$ cat src/hdl/mer_pkg.sv
// Shared types and constants for the midpoint ellipse rasterizer.
`timescale 1ns / 1ps

package mer_pkg;

    // Default width of the centre coordinates.
    localparam int COORD_BITS_DEF = 12;

    // Request kinds carried on the input tuser bit.
    typedef enum logic [0:0] {
        CMD_START = 1'b0,
        CMD_STEP  = 1'b1
    } t_cmd;

    // Multiplier operations; each one selects its operands and its target register.
    typedef enum logic [3:0] {
        MUL_NONE,
        MUL_A2,
        MUL_B2,
        MUL_AB_B,
        MUL_R1_LHS,
        MUL_R1_RHS,
        MUL_R1_DX,
        MUL_R1_DY,
        MUL_SQ_X,
        MUL_SQ_Y,
        MUL_E_X,
        MUL_E_Y,
        MUL_E_AB,
        MUL_R2_DX,
        MUL_R2_DY
    } t_mul_op;

    // Updates of the walking state.
    typedef enum logic [2:0] {
        UPD_NONE,
        UPD_START,
        UPD_R1,
        UPD_ENTER2,
        UPD_R2E,
        UPD_R2,
        UPD_STOP
    } t_upd_op;

    // What the output register is loaded with.
    typedef enum logic [2:0] {
        SEL_Q0,
        SEL_Q1,
        SEL_Q2,
        SEL_Q3,
        SEL_FIN
    } t_out_sel;

    typedef struct packed {
        logic     load;
        t_mul_op  mul_op;
        t_upd_op  upd_op;
        logic     out_load;
        t_out_sel out_sel;
    } t_dp_cmd;

    typedef struct packed {
        logic active;
        logic region2;
        logic y_pos;
        logic r1_cond;
    } t_dp_status;

endpackage

$ cat src/hdl/mer_ctrl.sv
// Controller of the midpoint ellipse rasterizer: sequences multiplies, updates and emission.
`timescale 1ns / 1ps

module mer_ctrl
    import mer_pkg::*;
(
    input  logic       i_clk,
    input  logic       i_rst_n,
    input  logic       i_in_valid,
    input  t_cmd       i_in_cmd,
    output logic       o_in_ready,
    input  logic       i_out_ready,
    output logic       o_out_valid,
    input  t_dp_status i_status,
    output t_dp_cmd    o_cmd
);

    typedef enum logic [4:0] {
        S_IDLE,
        S_A2, S_B2, S_AB, S_START_UPD,
        S_R1_LHS, S_R1_RHS, S_R1_DX, S_R1_DY, S_R1_UPD,
        S_SQ_X, S_SQ_Y, S_E_X, S_E_Y, S_E_AB, S_R2E_UPD,
        S_R2_CHK, S_R2_DX, S_R2_DY, S_R2_UPD,
        S_EMIT, S_FIN
    } t_state;

    t_state     r_state;
    logic       r_in_ready;
    logic       r_out_valid;
    logic [1:0] r_quad;
    logic       accept;
    logic       slot_free;

    assign accept    = i_in_valid && r_in_ready;
    assign slot_free = !r_out_valid || i_out_ready;

    always_comb begin
        o_cmd          = '0;
        o_cmd.mul_op   = MUL_NONE;
        o_cmd.upd_op   = UPD_NONE;
        o_cmd.out_sel  = SEL_Q0;
        case (r_state)
            S_IDLE:      o_cmd.load = accept && (i_in_cmd == CMD_START);
            S_A2:        o_cmd.mul_op = MUL_A2;
            S_B2:        o_cmd.mul_op = MUL_B2;
            S_AB:        o_cmd.mul_op = MUL_AB_B;
            S_START_UPD: o_cmd.upd_op = UPD_START;
            S_R1_LHS:    o_cmd.mul_op = MUL_R1_LHS;
            S_R1_RHS:    o_cmd.mul_op = MUL_R1_RHS;
            S_R1_DX:     o_cmd.mul_op = MUL_R1_DX;
            S_R1_DY:     o_cmd.mul_op = MUL_R1_DY;
            S_R1_UPD:    o_cmd.upd_op = i_status.r1_cond ? UPD_R1 : UPD_ENTER2;
            S_SQ_X:      o_cmd.mul_op = MUL_SQ_X;
            S_SQ_Y:      o_cmd.mul_op = MUL_SQ_Y;
            S_E_X:       o_cmd.mul_op = MUL_E_X;
            S_E_Y:       o_cmd.mul_op = MUL_E_Y;
            S_E_AB:      o_cmd.mul_op = MUL_E_AB;
            S_R2E_UPD:   o_cmd.upd_op = UPD_R2E;
            S_R2_CHK:    o_cmd.upd_op = i_status.y_pos ? UPD_NONE : UPD_STOP;
            S_R2_DX:     o_cmd.mul_op = MUL_R2_DX;
            S_R2_DY:     o_cmd.mul_op = MUL_R2_DY;
            S_R2_UPD:    o_cmd.upd_op = UPD_R2;
            S_EMIT: begin
                o_cmd.out_load = slot_free;
                o_cmd.out_sel  = t_out_sel'({1'b0, r_quad});
            end
            S_FIN: begin
                o_cmd.out_load = slot_free;
                o_cmd.out_sel  = SEL_FIN;
            end
            default:     ;
        endcase
    end

    always_ff @(posedge i_clk) begin
        if (!i_rst_n) begin
            r_state     <= S_IDLE;
            r_in_ready  <= 1'b1;
            r_out_valid <= 1'b0;
            r_quad      <= '0;
        end else begin
            if (o_cmd.out_load) begin
                r_out_valid <= 1'b1;
            end else if (i_out_ready) begin
                r_out_valid <= 1'b0;
            end
            case (r_state)
                S_IDLE: begin
                    if (accept) begin
                        r_in_ready <= 1'b0;
                        if (i_in_cmd == CMD_START) begin
                            r_state <= S_A2;
                        end else if (!i_status.active) begin
                            r_state <= S_FIN;
                        end else if (i_status.region2) begin
                            r_state <= S_R2_CHK;
                        end else begin
                            r_state <= S_R1_LHS;
                        end
                    end
                end
                S_A2:        r_state <= S_B2;
                S_B2:        r_state <= S_AB;
                S_AB:        r_state <= S_START_UPD;
                S_START_UPD: r_state <= S_EMIT;
                S_R1_LHS:    r_state <= S_R1_RHS;
                S_R1_RHS:    r_state <= S_R1_DX;
                S_R1_DX:     r_state <= S_R1_DY;
                S_R1_DY:     r_state <= S_R1_UPD;
                S_R1_UPD:    r_state <= i_status.r1_cond ? S_EMIT : S_SQ_X;
                S_SQ_X:      r_state <= S_SQ_Y;
                S_SQ_Y:      r_state <= S_E_X;
                S_E_X:       r_state <= S_E_Y;
                S_E_Y:       r_state <= S_E_AB;
                S_E_AB:      r_state <= S_R2E_UPD;
                S_R2E_UPD:   r_state <= S_R2_CHK;
                S_R2_CHK:    r_state <= i_status.y_pos ? S_R2_DX : S_FIN;
                S_R2_DX:     r_state <= S_R2_DY;
                S_R2_DY:     r_state <= S_R2_UPD;
                S_R2_UPD:    r_state <= S_EMIT;
                S_EMIT: begin
                    if (slot_free) begin
                        r_quad <= r_quad + 2'd1;
                        if (r_quad == 2'd3) begin
                            r_state    <= S_IDLE;
                            r_in_ready <= 1'b1;
                        end
                    end
                end
                S_FIN: begin
                    if (slot_free) begin
                        r_state    <= S_IDLE;
                        r_in_ready <= 1'b1;
                    end
                end
                default: r_state <= S_IDLE;
            endcase
        end
    end

    assign o_in_ready  = r_in_ready;
    assign o_out_valid = r_out_valid;

endmodule

$ cat config.mk
export PLATFORM = sky130hd
export DESIGN_NAME = mer_ctrl
export DESIGN_NICKNAME = d
export VERILOG_FILES = /design/src/hdl/mer_pkg.sv /design/src/hdl/mer_ctrl.sv
export SDC_FILE = /design/constraint.sdc
export NUM_CORES = 1
export LEC_CHECK = 0
export ABC_AREA = 0
export BUFFER_PORTS_ARGS = -buffer_cell sky130_fd_sc_hd__clkbuf_2
export CAP_MARGIN = 40
export CORE_MARGIN = 4
export CORE_UTILIZATION = 45
export DETAILED_ROUTE_END_ITERATION = 10
export HOLD_SLACK_MARGIN = 0.02
export PLACE_DENSITY = 0.73
export REMOVE_ABC_BUFFERS = 1
export SYNTH_ARGS = -nofsm -noshare
export SYNTH_HDL_FRONTEND = slang
export SYNTH_SLANG_ARGS = --single-unit
$ cat constraint.sdc
create_clock -name i_clk -period 1.3 [get_ports i_clk]
set_input_delay 0.195 -clock i_clk [delete_from_list [all_inputs] [get_ports i_clk]]
set_output_delay 0.195 -clock i_clk [all_outputs]
set_load 0.05 [all_outputs]
==> results of run 1 <==
## repair_timing
action / 4_1_cts
setup endpoints to repair: 20
pin swaps: 8
buffers inserted: 4
gates resized for setup: 44
## kinds of logic after synthesis
kind of cell / synth area share [%]
xor gates and xnor gates: 3.22
and+or+nand+nor: 36.6
buffers and inverters: 7.20
DFF: 22.1
AOI/OAI and AO/OA: 27.0
adders and majority gates: 1.53
muxes: 2.45
## synth_stat cells, types with 2 or more instances
library cell / count / area [µm²]
nor2b_1: 3 / 18.8
o41ai_1: 2 / 17.5
and3_1: 2 / 12.5
buf_4: 2 / 15.0
nand3_1: 4 / 20.0
nor3_1: 5 / 25.0
and2_1: 2 / 12.5
nand3b_1: 2 / 15.0
buf_2: 5 / 25.0
nand2b_1: 3 / 18.8
dfxtp_1: 9 / 180
a21oi_1: 8 / 40.0
nor4_1: 2 / 12.5
nand4b_1: 2 / 17.5
o21ai_1: 6 / 30.0
inv_2: 2 / 7.51
xnor2_1: 2 / 17.5
o31ai_1: 3 / 22.5
nor2_1: 16 / 60.1
a31oi_1: 4 / 25.0
nand2_1: 9 / 33.8
mux2i_1: 2 / 20.0
o21ai_0: 3 / 15.0
## stage by stage
stage               setup TNS (ns)  std cells
CTS                          -5.88        192
global placement             -3.24        184
floorplan                    -9.41        108
detailed placement           -4.03        184
==> summary.md, run 1 <==
| Metric | Value |
|---|---|
| Status | stopped before the end |
| Last stage | 5_1_grt |
| Stop Error | [ERROR DPL-0038] Utilization greater than 100%, impossible to legalize |
| Kind of the worst endpoint | output port |
| Post-synth EDFFs | 0 |
| Hold_buf cts | 0 |
| # H-tree levels | 1 |
| Die W | 50.6 µm |
| Netlist cell types | 42 |
| CTS Sinks | 9 |
| Syn avg cell area | 6.98 µm² |
| Die height | 50.6 µm |
| Register area share after synthesis | 22.1% |
| DP Area | 0.00123 mm² |
| Clock Tree Buf Depth | 2 |
| Row count | 15 |
| GR repair worst EP | o_cmd[7] |
| IO Port Bufs | 22 |
| Mapped Area | 817 µm² |
| GP Congestion | 0.858 |
| CTS buffer count | 3 |
| Yosys reg bits | 9 |
| Largest net degree at the start of global routing | 12 |
| Top_reg_cell synth | dfxtp_1 |
| Initial Utilization | 47.3% |
| Root buffer cell | clkbuf_4 |
| IO Pins | 23 |
| Pre-CTS worst setup slack | -0.313 ns |
| FFs w/ async S/R, synth | 0% |
| Hpwl dp | 2050 µm |
| Cells after synthesis | 117 |
| Synth warn | 0 |
==> inputs of run 2 (changes only) <==
- CORE_AREA: default -> 4 4 65 67
- CORE_MARGIN: 4 -> default
- CORE_UTILIZATION: 45 -> default
- DIE_AREA: default -> 0 0 69 71
- HOLD_SLACK_MARGIN: 0.02 -> default
- PLACE_DENSITY: 0.73 -> default
- PLACE_DENSITY_LB_ADDON: default -> 0.15
- clock period: 1.3 -> 1.7 ns (I/O delays scaled with it)
==> run 2 against run 1 <==
Compared with the run above: the flow now finishes, with violations (negative setup slack); synthesized cell count did not move; area after synthesis did not move.
==> summary.md, run 2 <==
| Metric | Value |
|---|---|
| Crit path cell chain | or3_1, a211o_1, o31ai_4, clkbuf_16 |
| Row count | 22 |
| CTS buffer count | 3 |
| DRC viols | 0 |
| Status | finished, violations left |
| Switching Share | 46.5% |
| Req. time, crit path | 1.44 ns |
| Slowest CP cell | dfxtp_4 |
| Top-count cell post-synth | nor2_1 |
| Crit-path max FO | 5 |
| Routed WL per cell | 12.6 µm |
| Worst Skew | 0.00424 ns |
| Top-area cell type share of the netlist area | 22.1% |
| Fin. Hold Viols | 0 |
| Crit. End Element | output port |
| Core area | 0.00363 mm² |
| Netlist cell types | 42 |
| Placed insts | 199 |
| Die Area | 0.00490 mm² |
| Leak Pwr | 0.000603 µW |
| Commonest non-fill, non-tap cell in the layout | buf_4 |
| P per Cell Area | 1860 mW/mm² |
| IO Port Bufs | 22 |
| Setup TNS | -0.456 ns |
| Worst slew pin tran | 0.366 ns |
| Most frequent cells in the layout | buf_4 (20), nor2_1 (12), clkbuf_2 (10), buf_12 (10), nand2_1 (9) |
| Leading area contributor after synthesis | dfxtp_1 |
| Vias in the first global route | 1047 |
| Synth area leaders | dfxtp_1 (22%), nor2_1 (7.4%), a21oi_1 (4.9%) |
| Synth warn | 0 |
| Layout area overhead | 87.4% |
| Final wirelength | 2620 µm |
| Comb power frac | 77.6% |
| Seq pwr share | 13.6% |
| Most common library cells after synthesis | nor2_1 (16), dfxtp_1 (9), nand2_1 (9) |
| Register area share after synthesis | 22.1% |
| Worst stage delay on the critical path | 0.36 ns |
| Setup Viol. Count Final | 7 |
| Top Registers | r_state x5, r_quad x2 |
| FFs w/ async S/R, synth | 0% |
| Post-Synth XOR/XNOR Area | 3.22% |
| Max reg flops | 5 |
| Simple-Gate Fraction of Synth Area | 36.6% |
| Die height | 71 µm |
| Initial antenna violation count | 0 |
| Final Non-Filler Cells | 208 |
| Final Critical Period | 1.80 ns |
| Clock power frac | 8.8% |
| Cells after synthesis | 117 |
| Setup slack after layout | -0.0983 ns |
| P_int | 1530 µW |
| Mux share of post-synthesis cell area | 2.45% |
| CP Launch Type | flop |
| Mapped Area | 817 µm² |
| Max-Slew Margin vs Limit | 75.4% |
| Hold_buf cts | 0 |
| Switching power | 1330 µW |
| Antenna Nets Post-Route | 0 |
| Die W | 69 µm |
| Top_reg_cell synth | dfxtp_1 |
| TritonCTS clock tree | yes |
| Total grt overflow | 0 |
| First-pass GRT wire length | 4640 µm |
| Root buffer cell | clkbuf_8 |
| Initial Utilization | 22.5% |
| VDD IR max | 0.000679 V |
| Syn avg cell area | 6.98 µm² |
| Clock Tree Buf Depth | 2 |
| HP Class | in2reg |
| Largest register by flop count | r_state |
| Max cap viols | 0 |
| Worst-Skew Late Latency | 0.23 ns |
| Top delay family on crit path | compound AO/OA/AOI/OAI gates |
| Vias per inst | 4.80 |
| Slew Limit Fails | 0 |
| Failing checks | negative setup slack |
| Post-synth EDFFs | 0 |
| Complex-gate fraction of the synthesized area | 27.0% |
| IO Pins | 23 |
| CTS Sinks | 9 |
| Total track usage | 11.4% |
| Share of post-route cells with drive strength above 1 | 50.6% |
| Ant. Diodes | 0 |
| Fmax | 556 MHz |
| Adder-cell share of the synthesized area | 1.53% |
| GP Congestion | 0.756 |
| Largest family of logic cells by synthesized area | simple AND/OR/NAND/NOR gates |
| Yosys reg bits | 9 |
| Worst path bufs/invs | 1 |
| FILL cells | 376 |
| Nets@finish | 171 |
| Via count | 998 |
| Hpwl dp | 1980 µm |
| Clk slew on worst S/H paths | 0.05 ns |
| DR iter-0 viols | 33 |
| Largest net degree at the start of global routing | 23 |
| RSZ-0062 raised after global routing | true |
| Critical path arrival | 1.54 ns |
| Worst setup path class | reg2out |
| Final period utilization | 106% |
| Drt first pass iters | 4 |
| # H-tree levels | 1 |
==> run 2: cell counts after synthesis <==
No cell type changed its count.
==> run 2: path summary, 6_finish.rpt <==
kind / from / endpoint / slack, ns / cells after the start
hold reg to reg: o_in_ready / o_in_ready / 0.53 / 1
setup / recovery: r_state[0] / o_cmd[6] / -0.1 / 4
setup reg to reg: r_state[2] / o_in_ready / 0.09 / 6
hold / removal: i_rst_n / r_state[0] / 0.30 / 3
==> run 2: power groups by stage <==
| stage | combinational, µW | sequential (µW) | clock, µW |
|---|---|---|---|
| 6_report | 2210 | 387 | 251 |
| 5_1_grt | 2370 | 397 | 274 |
| 4_1_cts | 2030 | 372 | 262 |
| 3_5_place_dp | 1830 | 374 | 0 |
| 3_3_place_gp | 1840 | 371 | 0 |
| 2_1_floorplan | 850 | 504 | 0 |
==> run 2: logic make-up after synthesis <==
| kind of cell | count (synthesis) |
|---|---|
| buffers and inverters | 12 |
| DFF | 9 |
| and+or+nand+nor | 56 |
| AOI/OAI and AO/OA | 34 |
| xor gates and xnor gates | 3 |
| muxes | 2 |
| adders and majority gates | 1 |
==> run 2: final cells by class <==
class	count	area [µm²]	area share [%]
flip-flops and latches	9	196	12.8
inverters	3	11.3	0.735
well taps	48	60.1	3.92
repair buffers	48	504	32.9
clock buffers	4	45.0	2.94
multi-input cells	96	714	46.7
==> run 2: routing by layer <==
layer / wire [µm] / vias to the layer above / track usage (%)
met1: 1160 / 466 / 13.6
met5: 0 / - / 0
met3: 71 / 2 / 2.84
met2: 1370 / 12 / 20.4
met4: 15 / 0 / 2.60
li1: - / 518 / -
==> run 2: tightest hold or removal path, stage by stage <==
cell and delay, ns:
clkbuf_2 0.11, nand3_1 0.08, o41ai_2 0.06
==> run 2: what timing repair did <==
item	4_1_cts	5_1_grt
setup buffers	4	1
endpoints found under the setup margin	11	11
pin swaps	5	5
endpoints found under the hold margin	0	0
gates resized for setup	22	27
==> run 2: stage by stage <==
step	utilization, %	worst slack, ns	area, µm²	hold WS [ns]	total power [µW]
global route	42.1	-0.152	1530	0.310	3040
floorplan	-	-0.961	769	0.382	1350
global placement	34.6	0.0454	1260	0.505	2210
CTS	39.1	-0.154	1420	0.306	2660
detailed placement	34.6	0.000697	1260	0.530	2210
finish	42.1	-0.0983	1530	0.301	2850
Power figures use the tool's default switching activity.
