<file path="src/hdl/mer_pkg.sv">
// Shared types and constants for the midpoint ellipse rasterizer.
`timescale 1ns / 1ps

package mer_pkg;

    // Default width of the centre coordinates.
    localparam int COORD_BITS_DEF = 12;

    // Request kinds carried on the input tuser bit.
    typedef enum logic [0:0] {
        CMD_START = 1'b0,
        CMD_STEP  = 1'b1
    } t_cmd;

    // Multiplier operations; each one selects its operands and its target register.
    typedef enum logic [3:0] {
        MUL_NONE,
        MUL_A2,
        MUL_B2,
        MUL_AB_B,
        MUL_R1_LHS,
        MUL_R1_RHS,
        MUL_R1_DX,
        MUL_R1_DY,
        MUL_SQ_X,
        MUL_SQ_Y,
        MUL_E_X,
        MUL_E_Y,
        MUL_E_AB,
        MUL_R2_DX,
        MUL_R2_DY
    } t_mul_op;

    // Updates of the walking state.
    typedef enum logic [2:0] {
        UPD_NONE,
        UPD_START,
        UPD_R1,
        UPD_ENTER2,
        UPD_R2E,
        UPD_R2,
        UPD_STOP
    } t_upd_op;

    // What the output register is loaded with.
    typedef enum logic [2:0] {
        SEL_Q0,
        SEL_Q1,
        SEL_Q2,
        SEL_Q3,
        SEL_FIN
    } t_out_sel;

    typedef struct packed {
        logic     load;
        t_mul_op  mul_op;
        t_upd_op  upd_op;
        logic     out_load;
        t_out_sel out_sel;
    } t_dp_cmd;

    typedef struct packed {
        logic active;
        logic region2;
        logic y_pos;
        logic r1_cond;
    } t_dp_status;

endpackage

</file>
<file path="src/hdl/mer_dp.sv">
// Datapath of the midpoint ellipse rasterizer: shared multiplier, walk state, output register.
`timescale 1ns / 1ps

module mer_dp
    import mer_pkg::*;
#(
    parameter int COORD_BITS = COORD_BITS_DEF
) (
    input  logic                    i_clk,
    input  logic                    i_rst_n,
    input  t_dp_cmd                 i_cmd,
    input  logic [COORD_BITS-1:0]   i_center_x,
    input  logic [COORD_BITS-1:0]   i_center_y,
    input  logic [COORD_BITS-2:0]   i_axis_a,
    input  logic [COORD_BITS-2:0]   i_axis_b,
    output t_dp_status              o_status,
    output logic [COORD_BITS+1:0]   o_pixel_x,
    output logic [COORD_BITS+1:0]   o_pixel_y,
    output logic                    o_pixel_valid,
    output logic                    o_last,
    output logic                    o_finished
);

    localparam int AXIS_BITS = COORD_BITS - 1;
    localparam int SQ_BITS   = 2 * AXIS_BITS;
    localparam int OUT_BITS  = COORD_BITS + 2;
    localparam int MUL_W     = 2 * COORD_BITS + 3;
    localparam int D_W       = 2 * MUL_W;

    logic [COORD_BITS-1:0]   r_cx, r_cy, r_x, r_y;
    logic [AXIS_BITS-1:0]    r_a, r_b;
    logic [SQ_BITS-1:0]      r_a2, r_b2;
    logic signed [D_W-1:0]   r_d, r_t0, r_t1, r_t2, r_t3;
    logic                    r_region2, r_active;
    logic [OUT_BITS-1:0]     r_px, r_py;
    logic                    r_pvalid, r_last, r_fin;

    logic signed [MUL_W-1:0] a_e, b_e, a2_e, b2_e, x_e, y_e;
    logic signed [MUL_W-1:0] op_l, op_r;
    logic signed [D_W-1:0]   prod;
    logic signed [D_W-1:0]   a2_d, b2_d;
    logic [OUT_BITS-1:0]     cx_o, cy_o, x_o, y_o;

    assign a_e  = $signed({{(MUL_W-AXIS_BITS){1'b0}}, r_a});
    assign b_e  = $signed({{(MUL_W-AXIS_BITS){1'b0}}, r_b});
    assign a2_e = $signed({{(MUL_W-SQ_BITS){1'b0}}, r_a2});
    assign b2_e = $signed({{(MUL_W-SQ_BITS){1'b0}}, r_b2});
    assign x_e  = $signed({{(MUL_W-COORD_BITS){1'b0}}, r_x});
    assign y_e  = $signed({{(MUL_W-COORD_BITS){1'b0}}, r_y});
    assign a2_d = $signed({{(D_W-SQ_BITS){1'b0}}, r_a2});
    assign b2_d = $signed({{(D_W-SQ_BITS){1'b0}}, r_b2});

    // Operand selection for the one shared multiplier.
    always_comb begin
        op_l = '0;
        op_r = '0;
        case (i_cmd.mul_op)
            MUL_A2:     begin op_l = a_e;  op_r = a_e; end
            MUL_B2:     begin op_l = b_e;  op_r = b_e; end
            MUL_AB_B:   begin op_l = a2_e; op_r = b_e; end
            MUL_R1_LHS: begin op_l = a2_e; op_r = (y_e <<< 1) - MUL_W'(1); end
            MUL_R1_RHS: begin op_l = b2_e; op_r = x_e + MUL_W'(1); end
            MUL_R1_DX:  begin op_l = b2_e; op_r = (x_e <<< 1) + MUL_W'(3); end
            MUL_R1_DY:  begin op_l = a2_e; op_r = MUL_W'(2) - (y_e <<< 1); end
            MUL_SQ_X: begin
                op_l = (x_e <<< 1) + MUL_W'(1);
                op_r = (x_e <<< 1) + MUL_W'(1);
            end
            MUL_SQ_Y:   begin op_l = y_e - MUL_W'(1); op_r = y_e - MUL_W'(1); end
            MUL_E_X:    begin op_l = b2_e; op_r = r_t0[MUL_W-1:0]; end
            MUL_E_Y:    begin op_l = a2_e; op_r = r_t1[MUL_W-1:0]; end
            MUL_E_AB:   begin op_l = a2_e; op_r = b2_e; end
            MUL_R2_DX:  begin op_l = b2_e; op_r = (x_e <<< 1) + MUL_W'(2); end
            MUL_R2_DY:  begin op_l = a2_e; op_r = MUL_W'(3) - (y_e <<< 1); end
            default:    begin op_l = '0;   op_r = '0; end
        endcase
    end

    assign prod = op_l * op_r;

    // Product lands in its target register.
    always_ff @(posedge i_clk) begin
        case (i_cmd.mul_op)
            MUL_A2:     r_a2 <= prod[SQ_BITS-1:0];
            MUL_B2:     r_b2 <= prod[SQ_BITS-1:0];
            MUL_AB_B:   r_t0 <= prod;
            MUL_R1_LHS: r_t0 <= prod;
            MUL_R1_RHS: r_t1 <= prod;
            MUL_R1_DX:  r_t2 <= prod;
            MUL_R1_DY:  r_t3 <= prod;
            MUL_SQ_X:   r_t0 <= prod;
            MUL_SQ_Y:   r_t1 <= prod;
            MUL_E_X:    r_t0 <= prod;
            MUL_E_Y:    r_t1 <= prod;
            MUL_E_AB:   r_t2 <= prod;
            MUL_R2_DX:  r_t0 <= prod;
            MUL_R2_DY:  r_t1 <= prod;
            default:    ;
        endcase
        if (i_cmd.load) begin
            r_cx <= i_center_x;
            r_cy <= i_center_y;
            r_a  <= i_axis_a;
            r_b  <= i_axis_b;
        end
    end

    // Walk state. The decision value is four times the real midpoint decision.
    always_ff @(posedge i_clk) begin
        if (!i_rst_n) begin
            r_region2 <= 1'b0;
            r_active  <= 1'b0;
        end else begin
            case (i_cmd.upd_op)
                UPD_START: begin
                    r_d       <= (b2_d <<< 2) - (r_t0 <<< 2) + a2_d;
                    r_x       <= '0;
                    r_y       <= {{(COORD_BITS-AXIS_BITS){1'b0}}, r_b};
                    r_region2 <= 1'b0;
                    r_active  <= 1'b1;
                end
                UPD_R1: begin
                    if (r_d[D_W-1]) begin
                        r_d <= r_d + (r_t2 <<< 2);
                    end else begin
                        r_d <= r_d + (r_t2 <<< 2) + (r_t3 <<< 2);
                        r_y <= r_y - COORD_BITS'(1);
                    end
                    r_x <= r_x + COORD_BITS'(1);
                end
                UPD_ENTER2: r_region2 <= 1'b1;
                UPD_R2E:    r_d <= r_t0 + (r_t1 <<< 2) - (r_t2 <<< 2);
                UPD_R2: begin
                    if (r_d[D_W-1]) begin
                        r_d <= r_d + (r_t0 <<< 2) + (r_t1 <<< 2);
                        r_x <= r_x + COORD_BITS'(1);
                    end else begin
                        r_d <= r_d + (r_t1 <<< 2);
                    end
                    r_y <= r_y - COORD_BITS'(1);
                end
                UPD_STOP:   r_active <= 1'b0;
                default:    ;
            endcase
        end
    end

    assign o_status.active  = r_active;
    assign o_status.region2 = r_region2;
    assign o_status.y_pos   = |r_y;
    assign o_status.r1_cond = r_t0 > (r_t1 <<< 1);

    assign cx_o = {2'b00, r_cx};
    assign cy_o = {2'b00, r_cy};
    assign x_o  = {2'b00, r_x};
    assign y_o  = {2'b00, r_y};

    // Output register: one of the four mirrored points, or the finished marker.
    always_ff @(posedge i_clk) begin
        if (i_cmd.out_load) begin
            r_pvalid <= (i_cmd.out_sel != SEL_FIN);
            r_last   <= (i_cmd.out_sel == SEL_Q3) || (i_cmd.out_sel == SEL_FIN);
            r_fin    <= (i_cmd.out_sel == SEL_FIN);
            case (i_cmd.out_sel)
                SEL_Q0:  begin r_px <= cx_o + x_o; r_py <= cy_o + y_o; end
                SEL_Q1:  begin r_px <= cx_o - x_o; r_py <= cy_o + y_o; end
                SEL_Q2:  begin r_px <= cx_o - x_o; r_py <= cy_o - y_o; end
                SEL_Q3:  begin r_px <= cx_o + x_o; r_py <= cy_o - y_o; end
                default: begin r_px <= '0;         r_py <= '0;         end
            endcase
        end
    end

    assign o_pixel_x     = r_px;
    assign o_pixel_y     = r_py;
    assign o_pixel_valid = r_pvalid;
    assign o_last        = r_last;
    assign o_finished    = r_fin;

endmodule

</file>
<file path="config.mk">
export PLATFORM = sky130hd
export DESIGN_NAME = mer_dp
export DESIGN_NICKNAME = d
export VERILOG_FILES = /design/src/hdl/mer_pkg.sv /design/src/hdl/mer_dp.sv
export SDC_FILE = /design/constraint.sdc
export NUM_CORES = 2
export LEC_CHECK = 0
export BUFFER_PORTS_ARGS = -buffer_cell sky130_fd_sc_hd__buf_2
export CORE_AREA = 2 2 359 361
export DETAILED_ROUTE_END_ITERATION = 6
export DIE_AREA = 0 0 361 363
export GPL_TIMING_DRIVEN = 0
export PLACE_DENSITY = 0.63
export SYNTH_ARGS = -nofsm -noshare
export SYNTH_HDL_FRONTEND = slang
export SYNTH_SLANG_ARGS = --single-unit
export TNS_END_PERCENT = 1
</file>
<file path="constraint.sdc">
create_clock -name i_clk -period 13.8 [get_ports i_clk]
set_input_delay 2.07 -clock i_clk [delete_from_list [all_inputs] [get_ports i_clk]]
set_output_delay 2.07 -clock i_clk [all_outputs]
set_load 0.005 [all_outputs]
</file>
Yosys cells after proc, flatten, opt, wreduce, memory -nomap -nowiden
Index checks and enable logic that the tools add are counted.
Widths: inputs -> output; s select.

word-level totals
  register bits after elaboration = 412
  logic and storage cells = 105

cells by class
  $add $sub $neg = 23
  multiply operators = 1
  magnitude comparators = 1
  equal/unequal tests = 27
  mux-type cells = 13
  reductions and logical operators = 20

operators by type and width
  cell                   number
  $pmux 27 s13           1
  $add 54x54->54         6
  $pmux 54 s4            1
  $pmux 27 s6            1
  $mux 54                2
  $pmux 12 s3            2
  $pmux 14 s2            2
  $add 54x23->54         1
  $gt 54x54->1           1
  $mul 27x27->54         1
  $sub 25x54->54         1
  $sub 54x54->54         1
  $add 13x2->14 const B  2
  $eq 4x4->1 const B     7
  $sub 2x13->14 const A  2
  $add 12x12->13         2
  $sub 12x12->13         2
  $mux 12                2
  $eq 4x3->1 const B     4
  $add 13x1->14 const B  1
  $sub 13x1->14 const B  1
  $add 12x1->13 const B  1
  $sub 12x1->13 const B  1
  $add 12x1->12 const B  1
  other kinds (21)       39

Depth between registers and ports, before layout
  word-level depth = 4
  mapped depth = 40
  depth with buffers taken out = 38

Worst setup path after synthesis
OpenSTA, ideal clock, no wires.

  path kind = input port to flip-flop
  from = input i_cmd[7] in the netlist's numbering
  to = register r_t0[46] (data pin)
  setup time = 297 ps
  data arrival time = 10341 ps
  slack = 3162 ps
  cell stages on the path = 33
  buffers on the path = 2
  cells stage by stage = clkbuf_1 nand2b_1 nor3_1 clkbuf_1 a22oi_1 o21ai_0 nor2_1 o2111a_1 nor2_1 inv_1 fa_1 inv_1 fa_1 inv_1 fa_1 inv_1 ha_1 inv_1 fa_1 inv_1 fa_1 inv_1 fa_1 inv_1 ha_1 nand3_1 nor3_1 o2111ai_1 a31oi_1 o21ai_1 a21oi_1 mux2i_1 o2111ai_1

on the way
  cells in the longest elaborated chain, start to end = 4
  elaborated cells on any way between the ends = 20

ends and longest elaborated chain
  what                                                            line          text
  start: declaration                                              mer_dp.sv:11  input t_dp_cmd i_cmd,
  $eq 4x3->1, or another cell as far along                        mer_dp.sv:57  case (i_cmd.mul_op)
  $reduce_or 6->1 (no source line), or another cell as far along  -
  $pmux 27 s6 / $pmux 27 s13 (equally long branches)              mer_dp.sv:57
  $mul 27x27->54 (*)                                              mer_dp.sv:79  assign prod = op_l * op_r;
  via prod[46]                                                    mer_dp.sv:40  logic signed [D_W-1:0] prod;
  end signal: assignment                                          mer_dp.sv:86  MUL_AB_B: r_t0 <= prod;
  end signal: assignment                                          mer_dp.sv:87  MUL_R1_LHS: r_t0 <= prod;
  end signal: assignment                                          mer_dp.sv:91  MUL_SQ_X: r_t0 <= prod;
  end: declaration                                                mer_dp.sv:33  logic signed [D_W-1:0] r_d, r_t0, r_t1, r_t2, r_t3;

The timed path passes the listed nets; every way through them passes the cells marked *.
A chain may end at the register's enable or synchronous reset.

Worst setup path in the final report
  from = input i_cmd[8] in the netlist's numbering
  to = register r_t0[50] (data pin)

Same word-level chain as after synthesis.

==> run metrics <==
number of synthesis warnings 0; RSZ-0062 raised after global routing false; worst hold path type reg2reg; Synth Flop Type edfxtp_1; r2r worst-path depth 33; clk root buf clkbuf_16; crit path DAT 13.53 ns; Avg Cell Area, Syn 8.88 sq um; DP Worst Slack 0.0689 ns; Final Instance Area 67,900 sq um; Post-synth EDFFs 408; gate count after technology mapping 7,104; endpoints failing hold 0; # nets final 8,689; Via density 6.10; max_cap viols 2; Die W 361 microns; routed wire length 250,000 microns; Die ar. 131,000 sq um; Area growth syn-to-layout 7.62%; initial core utilization 49.7%; setup slack after layout 0.620 ns; Setup Skew 0.0806 ns; Pre-antenna DRT Iters 7; setup TNS after final layout 0 ns; Distinct cells, synth 99; crit path capture type register; top post-synthesis cells by count inv_1 (1,232), fa_1 (811), nand2_1 (741), ha_1 (539), nor2_1 (531); clock sink count 410; CP endpoint r_t0[50]; post-synth top area share 25.7%; Final ANT Viol Nets 0; Die Ht 363 microns; layout cells sized above 1 4.55%; CTS max path bufs 3; # Post-CTS Setup Buffers 0; CTS tree done; Skew-Pair Late Insertion Delay 0.69 ns; Max transition margin -1.47%; DRC 1; # port buffers 91; GRT Overall Usage 38.0%; GP Congestion 1.04; hold buffers post-CTS 0; fmax 75.9 MHz; kind of start point of the critical path input port; largest net degree at the start of global routing 47; Area contributors post-synth fa_1 (26%), edfxtp_1 (19%), ha_1 (11%); register area share after synthesis 19.5%; Core Box Area 127,000 sq um; I/O pin cnt 95; Tmin final 13.18 ns; via count 54,759; PostCTS Resize Cnt 0; fill count 11,978; crit path kind in2reg; total CTS buffers 52; highest net fanout along the worst path 12; total gr overflow 0; WHS Path Cells 2; antenna violations before repair 10; Worst R2R Setup Slack 1.42 ns; WP data required 14.15 ns; Reg2Reg Launch Point r_y[6]; hpwl dp 211,000 microns; first-pass GRT wire length 362,000 microns; most frequent cell after synthesis inv_1; CP max-delay cell ha_1; syn nets 8,514; CP peak stage delay 0.81 ns; largest area contributor in the netlist fa_1; failing checks DRC, capacitance limit, slew limit; Max H-tree Level 2; Yosys reg bits 410; RR Endpoint r_t0[51]; Reg clk slew, reported paths 0.07 ns; placed inst area 66,200 sq um; Worst setup startpoint i_cmd[8]; Cell Area, Synth 63,100 sq um; status complete, but fails checks; routed len/inst 27.9 microns; Iteration-0 DRC Markers 6,453; # setup viols final 0; number of global-route vias before repair 53,729; CP most frequent cell inv_1; post-synthesis async set-or-reset flop share 0%; max-slew violations 21; Core Rows 131; Period Utilization, post-route 95.5%; Slew @ Worst Pin 1.52 ns
-- per-stage QoR --
step	cells	hold slack (ns)	util [%]
6_report	8982	0.549	53.4
3_5_place_dp	8887	0.518	52.1
2_1_floorplan	7104	0.487	-
5_1_grt	8981	0.585	53.4
4_1_cts	8981	0.538	53.4
3_3_place_gp	8857	0.502	51.6
-- layout make-up --
type	instances	area (sq um)	share of cell area [%]
clock inverters	38	384	0.566
flip-flops and latches	410	12300	18.1
diodes	1	2.50	0.00369
plain buffers	289	1250	1.85
multi-input cells	5169	45000	66.3
clock buffers	56	1320	1.94
inverters	1236	4640	6.84
repair buffers	121	876	1.29
well taps	1662	2080	3.06
-- worst max-delay path: cells and delay by family --
kind,cells,cell delay (ns)
AO/OA/AOI/OAI,8,2.20
XOR/XNOR,1,0.46
adder cells (fa/ha/maj),8,4.29
buffers and inverters,11,2.29
AND/OR/NAND/NOR,6,2.16
-- how the worst min path moves through the flow --
stage,from,slack (ns),end
3_3_place_gp,r_region2,0.50,r_region2
3_5_place_dp,r_region2,0.52,r_region2
6_report,r_region2,0.55,r_region2
5_1_grt,r_region2,0.58,r_region2
4_1_cts,r_region2,0.54,r_region2
2_1_floorplan,r_region2,0.49,r_region2
-- cells by family after synthesis --
group	synth area share [%]
AOI/OAI and AO/OA	16.0
xor gates and xnor gates	5.08
adders and majority gates	36.4
buffers and inverters	9.34
DFF	19.5
muxes	0.304
and+or+nand+nor	13.3
-- metal layers --
layer	part of all wire (%)	wire length, microns	vias to the layer above	GRT usage [%]
met5	0.012	31	-	0
met4	3.6	9120	6	11.9
met3	12	28900	391	9.37
met2	41	104000	2899	55.3
met1	43	109000	27346	55.7
li1	-	-	24117	-
-- flip-flops by register name, summed over array words and instances, names as in the netlist --
register	count
r_a	11
o_pixel_x	14
r_d	52
r_cx	12
r_a2	22
o_pixel_y	14
o_finished	1
r_b	11
r_t2	52
r_t0	54
r_region2	1
r_b2	22
o_pixel_valid	1
r_x	12
o_last	1
r_y	12
r_t1	53
r_t3	52
r_active	1
r_cy	12
-- layout by cell type, fill, tap and decap left out, drive strengths merged, types with 144 or more instances in the layout --
| master | count |
|---|---|
| a21o | 193 |
| a21oi | 495 |
| buf | 175 |
| clkbuf | 291 |
| edfxtp | 408 |
| fa | 811 |
| ha | 539 |
| inv | 1247 |
| nand2 | 742 |
| nor2 | 533 |
| o21ai | 274 |
| xnor2 | 222 |
| xor2 | 144 |
Power is left out: the tool's default activity adds up to more than one toggle a clock period on the data nets, which glitch-free logic cannot reach.
